`config.mk`:
```
export PLATFORM = sky130hd
export DESIGN_NAME = beacon_vendor_element_finder
export DESIGN_NICKNAME = d
export VERILOG_FILES = /design/src/bvef_pkg.sv /design/src/bvef_cfg_regs.sv /design/src/bvef_walker.sv /design/src/beacon_vendor_element_finder.sv
export VERILOG_INCLUDE_DIRS = /design/src /design/src/src
export SDC_FILE = /design/constraint.sdc
export NUM_CORES = 1
export LEC_CHECK = 0
export BUFFER_PORTS_ARGS = -buffer_cell sky130_fd_sc_hd__buf_4
export CAP_MARGIN = 10
export CORE_MARGIN = 2
export CORE_UTILIZATION = 58
export DETAILED_ROUTE_END_ITERATION = 7
export PLACE_DENSITY = 0.86
export SYNTH_ARGS = -nofsm -noshare
export SYNTH_HDL_FRONTEND = slang
export SYNTH_SLANG_ARGS = --single-unit
```
`constraint.sdc`:
```
create_clock -name clk_i -period 4.95 [get_ports clk_i]
set_clock_uncertainty 0.05 [all_clocks]
set_input_delay 0.495 -clock clk_i [delete_from_list [all_inputs] [get_ports clk_i]]
set_output_delay 0.495 -clock clk_i [all_outputs]
set_load 0.01 [all_outputs]
```
`src/beacon_vendor_element_finder_macros.svh`:
```
// Assertion helpers for the beacon vendor element finder.
`ifndef BEACON_VENDOR_ELEMENT_FINDER_MACROS_SVH
`define BEACON_VENDOR_ELEMENT_FINDER_MACROS_SVH

// same-cycle implication, checked outside reset
`define BVEF_ASSERT_NOW(lbl, ante, cons, msg) \
  lbl: assert property (@(posedge clk_i) disable iff (!rst_ni) (ante) |-> (cons)) \
    else $error(msg);

// next-cycle implication, checked outside reset
`define BVEF_ASSERT_NEXT(lbl, ante, cons, msg) \
  lbl: assert property (@(posedge clk_i) disable iff (!rst_ni) (ante) |=> (cons)) \
    else $error(msg);

`endif

```
`src/bvef_pkg.sv`:
```
package bvef_pkg;

  localparam int FRAME_LIMIT = 4096;
  // position counter must reach FRAME_LIMIT itself
  localparam int POS_W = $clog2(FRAME_LIMIT) + 1;
  // element start can sit at elements_start (8 bits) or past FRAME_LIMIT
  localparam int NXT_W = (POS_W > 9) ? POS_W : 9;

  localparam logic [7:0] VENDOR_ID      = 8'hDD;
  localparam logic [7:0] MIN_VENDOR_LEN = 8'd5;
  localparam logic [7:0] HEADER_SKIP    = 8'd4;
  localparam logic [3:0] PAYLOAD_SKIP   = 4'd6;

  localparam logic [7:0] PAYLOAD_LIMIT_RST  = 8'd250;
  localparam logic [7:0] ELEMENTS_START_RST = 8'd36;

  localparam int ADDR_W = 3;
  localparam int DATA_W = 32;

  typedef enum logic [0:0] {
    REG_PAYLOAD_LIMIT  = 1'b0,
    REG_ELEMENTS_START = 1'b1
  } reg_idx_e;

  typedef enum logic [2:0] {
    OUT_FOUND   = 3'd0,
    OUT_NONE    = 3'd1,
    OUT_OVERRUN = 3'd2,
    OUT_LIMIT   = 3'd3,
    OUT_LONG    = 3'd4
  } outcome_e;

  typedef enum logic [2:0] {
    PH_ID   = 3'b001,
    PH_LEN  = 3'b010,
    PH_BODY = 3'b100
  } phase_e;

  typedef struct packed {
    logic [7:0] payload_limit;
    logic [7:0] elements_start;
  } cfg_t;

  typedef struct packed {
    outcome_e    outcome;
    logic [11:0] payload_offset;
    logic [7:0]  payload_length;
  } result_t;

  // vendor OUI followed by the element type
  function automatic logic [7:0] vendor_prefix(input logic [1:0] idx);
    logic [7:0] b;
    unique case (idx)
      2'd0:    b = 8'hFA;
      2'd1:    b = 8'h0B;
      2'd2:    b = 8'hBC;
      default: b = 8'h0D;
    endcase
    return b;
  endfunction

endpackage

```
`src/bvef_cfg_regs.sv`:
```
module bvef_cfg_regs (
  input  logic                          clk_i,
  input  logic                          rst_ni,
  input  logic                          psel,
  input  logic                          penable,
  input  logic                          pwrite,
  input  logic [bvef_pkg::ADDR_W-1:0]   paddr,
  input  logic [bvef_pkg::DATA_W-1:0]   pwdata,
  output logic [bvef_pkg::DATA_W-1:0]   prdata,
  output logic                          pready,
  output bvef_pkg::cfg_t                cfg_o
);
  import bvef_pkg::*;

  logic       wr_en;
  reg_idx_e   idx;
  cfg_t       cfg_q;

  assign pready = 1'b1;
  assign idx    = reg_idx_e'(paddr[2]);
  assign wr_en  = psel & penable & pwrite & pready;

  always_ff @(posedge clk_i or negedge rst_ni) begin
    if (!rst_ni) begin
      cfg_q.payload_limit  <= PAYLOAD_LIMIT_RST;
      cfg_q.elements_start <= ELEMENTS_START_RST;
    end else if (wr_en) begin
      unique case (idx)
        REG_PAYLOAD_LIMIT:  cfg_q.payload_limit  <= pwdata[7:0];
        REG_ELEMENTS_START: cfg_q.elements_start <= pwdata[7:0];
        default: ;
      endcase
    end
  end

  always_comb begin
    unique case (idx)
      REG_PAYLOAD_LIMIT:  prdata = {{(DATA_W-8){1'b0}}, cfg_q.payload_limit};
      REG_ELEMENTS_START: prdata = {{(DATA_W-8){1'b0}}, cfg_q.elements_start};
      default:            prdata = '0;
    endcase
  end

  assign cfg_o = cfg_q;

endmodule

```
`src/bvef_walker.sv`:
```
module bvef_walker (
  input  logic              clk_i,
  input  logic              rst_ni,
  input  logic              step_i,
  input  logic [7:0]        byte_i,
  input  logic              end_i,
  input  bvef_pkg::cfg_t    cfg_i,
  output bvef_pkg::result_t result_o
);
  import bvef_pkg::*;

  logic [POS_W-1:0] pos_q, pos_d;
  logic             ovf_q, ovf_d;
  logic [NXT_W-1:0] nxt_q, nxt_d;
  phase_e           phase_q, phase_d;
  logic [7:0]       kind_q, kind_d;
  logic [7:0]       size_q, size_d;
  logic             match_q, match_d;
  logic             decided_q, decided_d;
  outcome_e         hout_q, hout_d;
  logic [11:0]      hoff_q, hoff_d;
  logic [7:0]       hlen_q, hlen_d;

  logic [NXT_W-1:0] pos_ext;
  logic [NXT_W-1:0] body_idx;
  logic             done;
  logic [7:0]       body_len;
  logic [NXT_W-1:0] off_full;

  assign pos_ext  = NXT_W'(pos_q);
  assign body_idx = pos_ext - nxt_q - NXT_W'(2);
  assign off_full = nxt_q + NXT_W'(PAYLOAD_SKIP);

  always_comb begin
    pos_d     = pos_q;
    ovf_d     = ovf_q;
    nxt_d     = nxt_q;
    phase_d   = phase_q;
    kind_d    = kind_q;
    size_d    = size_q;
    match_d   = match_q;
    decided_d = decided_q;
    hout_d    = hout_q;
    hoff_d    = hoff_q;
    hlen_d    = hlen_q;
    done      = 1'b0;
    body_len  = '0;

    result_o.outcome        = OUT_NONE;
    result_o.payload_offset = '0;
    result_o.payload_length = '0;

    if (step_i) begin
      if (pos_q >= POS_W'(FRAME_LIMIT)) begin
        ovf_d = 1'b1;
      end else begin
        pos_d = pos_q + POS_W'(1);
        if (!decided_q && (pos_ext >= nxt_q)) begin
          unique case (phase_q)
            PH_ID: begin
              kind_d  = byte_i;
              phase_d = PH_LEN;
            end
            PH_LEN: begin
              size_d  = byte_i;
              match_d = (kind_q == VENDOR_ID) && (byte_i >= MIN_VENDOR_LEN);
              phase_d = PH_BODY;
              done    = (byte_i == 8'd0);
            end
            PH_BODY: begin
              if ((body_idx < NXT_W'(4)) && (byte_i != vendor_prefix(body_idx[1:0])))
                match_d = 1'b0;
              done = ((body_idx + NXT_W'(1)) == NXT_W'(size_q));
            end
            default: ;
          endcase

          // element complete: either the match decides or the walk moves on
          if (done) begin
            if (match_d) begin
              body_len  = size_d - HEADER_SKIP;
              decided_d = 1'b1;
              if (body_len > cfg_i.payload_limit) begin
                hout_d = OUT_LIMIT;
              end else begin
                hout_d = OUT_FOUND;
                hoff_d = off_full[11:0];
                hlen_d = body_len;
              end
            end else begin
              nxt_d   = nxt_q + NXT_W'(2) + NXT_W'(size_d);
              phase_d = PH_ID;
            end
          end
        end
      end

      if (end_i) begin
        priority if (decided_d) begin
          result_o.outcome        = hout_d;
          result_o.payload_offset = hoff_d;
          result_o.payload_length = hlen_d;
        end else if (ovf_d) begin
          result_o.outcome = OUT_LONG;
        end else if (phase_d == PH_BODY) begin
          result_o.outcome = OUT_OVERRUN;
        end else begin
          result_o.outcome = OUT_NONE;
        end

        // start of a new frame
        pos_d     = '0;
        ovf_d     = 1'b0;
        nxt_d     = NXT_W'(cfg_i.elements_start);
        phase_d   = PH_ID;
        kind_d    = '0;
        size_d    = '0;
        match_d   = 1'b0;
        decided_d = 1'b0;
        hout_d    = OUT_NONE;
        hoff_d    = '0;
        hlen_d    = '0;
      end
    end
  end

  always_ff @(posedge clk_i or negedge rst_ni) begin
    if (!rst_ni) begin
      pos_q     <= '0;
      ovf_q     <= 1'b0;
      nxt_q     <= NXT_W'(ELEMENTS_START_RST);
      phase_q   <= PH_ID;
      kind_q    <= '0;
      size_q    <= '0;
      match_q   <= 1'b0;
      decided_q <= 1'b0;
      hout_q    <= OUT_NONE;
      hoff_q    <= '0;
      hlen_q    <= '0;
    end else begin
      pos_q     <= pos_d;
      ovf_q     <= ovf_d;
      nxt_q     <= nxt_d;
      phase_q   <= phase_d;
      kind_q    <= kind_d;
      size_q    <= size_d;
      match_q   <= match_d;
      decided_q <= decided_d;
      hout_q    <= hout_d;
      hoff_q    <= hoff_d;
      hlen_q    <= hlen_d;
    end
  end

endmodule

```
`src/beacon_vendor_element_finder.sv`:
```
// channel  | direction | valid / stall                  | payload
// frame    | in        | frame_valid_i / frame_stall_o  | frame_byte_i, frame_end_i
// result   | out       | result_valid_o / result_stall_i| outcome_o, payload_offset_o,
//          |           |                                | payload_length_o
// config   | in        | APB psel/penable/pwrite        | paddr, pwdata, prdata
//
// One byte per cycle unless an end byte waits on the output: each byte is held in
// the input register; walker element state and result register update in the same cycle.
// A frame's result is registered when its last byte leaves the input register.
// Reset clears the valid flags and walker state and loads the config register defaults.
// A waiting result stalls the input only when the held byte ends a frame too.
`include "beacon_vendor_element_finder_macros.svh"

module beacon_vendor_element_finder (
  input  logic                         clk_i,
  input  logic                         rst_ni,
  input  logic                         frame_valid_i,
  output logic                         frame_stall_o,
  input  logic [7:0]                   frame_byte_i,
  input  logic                         frame_end_i,
  output logic                         result_valid_o,
  input  logic                         result_stall_i,
  output logic [2:0]                   outcome_o,
  output logic [11:0]                  payload_offset_o,
  output logic [7:0]                   payload_length_o,
  input  logic                         psel,
  input  logic                         penable,
  input  logic                         pwrite,
  input  logic [bvef_pkg::ADDR_W-1:0]  paddr,
  input  logic [bvef_pkg::DATA_W-1:0]  pwdata,
  output logic [bvef_pkg::DATA_W-1:0]  prdata,
  output logic                         pready
);
  import bvef_pkg::*;

  cfg_t       cfg;
  result_t    res;
  result_t    res_q;

  logic       in_vld_q, in_vld_d;
  logic [7:0] byte_q;
  logic       end_q;
  logic       accept;
  logic       advance;
  logic       out_free;
  logic       out_vld_q, out_vld_d;

  assign out_free      = !out_vld_q || !result_stall_i;
  // bytes that give no result never wait for the output side
  assign advance       = in_vld_q && (!end_q || out_free);
  assign frame_stall_o = in_vld_q && !advance;
  assign accept        = frame_valid_i && !frame_stall_o;

  always_comb begin
    in_vld_d = in_vld_q;
    if (accept)       in_vld_d = 1'b1;
    else if (advance) in_vld_d = 1'b0;

    out_vld_d = out_vld_q;
    if (advance && end_q) out_vld_d = 1'b1;
    else if (!result_stall_i) out_vld_d = 1'b0;
  end

  always_ff @(posedge clk_i or negedge rst_ni) begin
    if (!rst_ni) begin
      in_vld_q  <= 1'b0;
      out_vld_q <= 1'b0;
    end else begin
      in_vld_q  <= in_vld_d;
      out_vld_q <= out_vld_d;
    end
  end

  always_ff @(posedge clk_i) begin
    if (accept) begin
      byte_q <= frame_byte_i;
      end_q  <= frame_end_i;
    end
    if (advance && end_q) res_q <= res;
  end

  bvef_cfg_regs u_regs (
    .clk_i   (clk_i),
    .rst_ni  (rst_ni),
    .psel    (psel),
    .penable (penable),
    .pwrite  (pwrite),
    .paddr   (paddr),
    .pwdata  (pwdata),
    .prdata  (prdata),
    .pready  (pready),
    .cfg_o   (cfg)
  );

  bvef_walker u_walker (
    .clk_i    (clk_i),
    .rst_ni   (rst_ni),
    .step_i   (advance),
    .byte_i   (byte_q),
    .end_i    (end_q),
    .cfg_i    (cfg),
    .result_o (res)
  );

  assign result_valid_o   = out_vld_q;
  assign outcome_o        = res_q.outcome;
  assign payload_offset_o = res_q.payload_offset;
  assign payload_length_o = res_q.payload_length;

  `BVEF_ASSERT_NEXT(a_result_from_end, advance && end_q, result_valid_o,
                    "end byte gave no result")
  `BVEF_ASSERT_NOW(a_zero_unless_found, result_valid_o && (outcome_o != OUT_FOUND),
                   (payload_offset_o == 12'd0) && (payload_length_o == 8'd0),
                   "payload fields set without a match")
  `BVEF_ASSERT_NEXT(a_held_byte_kept, in_vld_q && !advance,
                    in_vld_q && $stable(byte_q) && $stable(end_q), "held byte overwritten")

endmodule
```
==> summary.md <==
| Metric | Value |
|---|---|
| Setup Fix Bufs, Post-CTS | 0 |
| Synth Instances | between 900 and 1000 |
| Max cap viols | 0 |
| Global route total overflow | 0 |
| H-tree levels | 4 |
| GRT Overall Usage | 0.275 |
| Post-DRT Antenna Nets | 0 |
| Fin crit period | 4720 ps |
| Average wire per standard cell | about 18 um |
| DRC Markers | 0 |
| Sink Count | 121 |
| Most used DFF post-synth | dfrtp_1 |
| Antenna cell count | 0 |
| Final Hold Fails | 0 |
| CTS buffer count | 17 |
| Slew HR | 0.171 |
| First-pass GRT wire length | approximately 34000 um |
| CTS Buffer Depth | 2 |
| Chip height | roughly 130 um |
| Row count | 44 |
| Avg Synthesized Cell Area | 9.41 sq um |
| Hold WC Path Type | input pin to async pin |
| Critical Path AT | between 4000 and 5000 ps |
| DR vias | 7194 |
| Port bufs | 57 |
| Tightest Pin Transition | about 1200 ps |
| RSZ-0062 raised after global routing | no |
| Root Buffer | clkbuf_16 |
| Critical path type | flip-flop to flip-flop |
| Aggregate negative setup slack | 0 ps |
| Filler instances | about 1000 |
| Outcome | finished, final reports clean |
| PwrDens | roughly 430 nW/um^2 |
| DP HPWL | around 15000 um |
| Die area | 15700 sq um |
| CP required | a little over 5000 ps |
| Die Wd | between 100 and 150 um |
| Part of the cycle the worst path needs | 0.954 |
| Most common cell after layout, fill and taps aside | inv_1 |
| Number of flops mapped to enable cells by yosys | 32 |
| Share of cells above drive strength 1 | 0.163 |
| Initial Utilization | 0.591 |
| Highest-count cells in the layout ignoring fill and taps | inv_1, dfrtp_1, nand2_1 |
| Synth cell types | 93 |
| Number of global-route vias before repair | around 6800 |
| Worst-path clk slew | 50 ps |
| Share of async-settable or async-resettable flops after synthesis | 0.736 |
| TritonCTS clock tree | built |
| Synth warn | 0 |
| Cell Area, Synth | between 8000 and 9000 sq um |
| Layout area overhead | 13.5% |
| Worst-skew pair later-pin latency | about 430 ps |
| Drt first-iter violations | around 710 |
| Pre-antenna DRT Iters | 5 |
| R2R cell count | 17 |
| Final setup fails | 0 |
| Pin count of the biggest net entering global routing | 60 |
| Placed Area | approximately 9000 sq um |
| Fmax | roughly 210 MHz |
| Antenna violations before repair | 0 |
| IO Count | 109 |
| Core area | between 10000 and 15000 sq um |
| Final Non-Filler Cells | around 1200 |
| Critical Path Sink Type | flip-flop |
| Cts repair resizes | 0 |
| CP max FO | 52 |
| Routed WL | approximately 21000 um |
| Worst setup SP type | flip-flop |
| Peak supply drop | roughly 0.29 mV |
| Pins over their slew limit | 0 |
| Final nets | approximately 1100 |
| Via/cell ratio | 6.21 |
| Register area share after synthesis | 0.376 |
| Leakage power total | 4.55 nW |
| Placed Instances | about 1100 |
| Cts hold-fix bufs | 0 |
| Seq cells post-synth | 121 |
| Fin area | about 9700 sq um |
| RePlAce Congestion | a little under 1 |
-- report_power, final --
part	internal [W]	switching, W	leakage (nW)	total, W
Sequential	0.00115	0.000116	1.47	0.00127
Combinational	0.000631	0.000857	2.77	0.00149
Clock	0.000901	0.000456	0.304	0.00136
Total	0.00268	0.00143	4.55	0.00411
-- state kept, by name, summed over array words and instances (netlist names), 12 cells and up --
name / cells
u_walker.pos_ext: 13
u_walker.hoff_q: 12
payload_offset_o: 12
u_walker.nxt_q: 13
u_regs.cfg_o: 16
-- metal layers --
layer	up-vias	GRT usage	routed length [um]
met5	-	0	0
met4	0	0.124	711
met3	62	0.0531	1560
met2	358	0.441	10100
met1	3481	0.364	8600
li1	3293	-	-
-- cells by family after synthesis --
kind of cell / after synthesis / share of synthesized area
buffers and inverters: 146 / 0.0810
other: 2 / 0.000881
AOI/OAI and AO/OA: 209 / 0.170
DFF: 121 / 0.376
adders and majority gates: 69 / 0.103
xor gates and xnor gates: 42 / 0.0464
and+or+nand+nor: 268 / 0.162
muxes: 49 / 0.0603
-- area by class of cell --
type	count	area [sq um]	share of cell area
timing repair buffer	70	538	0.0556
sequential	121	3200	0.331
clock buffer	19	443	0.0458
tap	184	230	0.0238
inverter	89	334	0.0345
clock inverter	13	199	0.0206
multi-input combinational	662	4720	0.488
-- worst paths after layout --
check                                    start            endpoint  slack (ps)
min                                     rst_ni  u_walker.hoff_q[9]          90
max in group asynchronous               rst_ni   u_walker.nxt_q[2]        3780
min in group clk_i             frame_byte_i[1]           byte_q[1]         190
max                        u_walker.pos_ext[1]        outcome_o[0]         230
max reg2reg                u_walker.pos_ext[1]        outcome_o[0]         230
min reg2reg                 u_walker.hlen_q[0]  u_walker.hlen_q[0]         460
-- worst max-delay path: stages (launching register included) --
cell       delay (ps)
dfrtp_1           460
inv_1             110
ha_1              350
inv_1              80
ha_1              170
inv_1              60
fa_1              450
xor2_1            230
nor3b_1           390
o311a_2           270
or4b_4            490
o2111ai_1         200
and4b_1           310
a211oi_2           90
nand4_2           130
buf_12            270
a21boi_0          260
o32a_1            200
-- stage by stage --
stage | total power, W | util | hold slack, ps | setup WS (ps)
after floorplan | 0.00238 | - | 149 | 835
after global placement | 0.00268 | 0.625 | 430 | 380
after detailed placement | 0.00272 | 0.625 | 446 | 325
after CTS | 0.00409 | 0.670 | 126 | 266
after global routing | 0.00434 | 0.670 | 153 | 81.2
final | 0.00411 | 0.670 | 89.0 | 226
-- cells in the mapped netlist, drive strengths merged (7+ instances only) --
cell / count / area (sq um)
inv: 89 / 334
dfrtp: 77 / 1930
nand2: 73 / 274
ha: 67 / 838
nor2: 61 / 231
o21ai: 55 / 275
buf: 40 / 293
a21oi: 32 / 171
edfxtp: 32 / 961
xnor2: 32 / 280
mux2i: 30 / 300
nand3: 22 / 115
mux2: 19 / 214
nor3: 18 / 100
clkbuf: 17 / 63.8
nand4: 17 / 113
and2: 16 / 101
a31oi: 13 / 81.3
dfstp: 12 / 315
a211oi: 11 / 97.6
o22ai: 11 / 68.8
a22o: 10 / 87.6
and3: 10 / 62.6
a21o: 9 / 67.6
or2: 9 / 58.8
nand2b: 8 / 50.1
nor4: 8 / 71.3
xor2: 8 / 70.1
nor2b: 7 / 43.8
o211ai: 7 / 52.6
o21a: 7 / 60.1
Power figures use the tool's default switching activity.
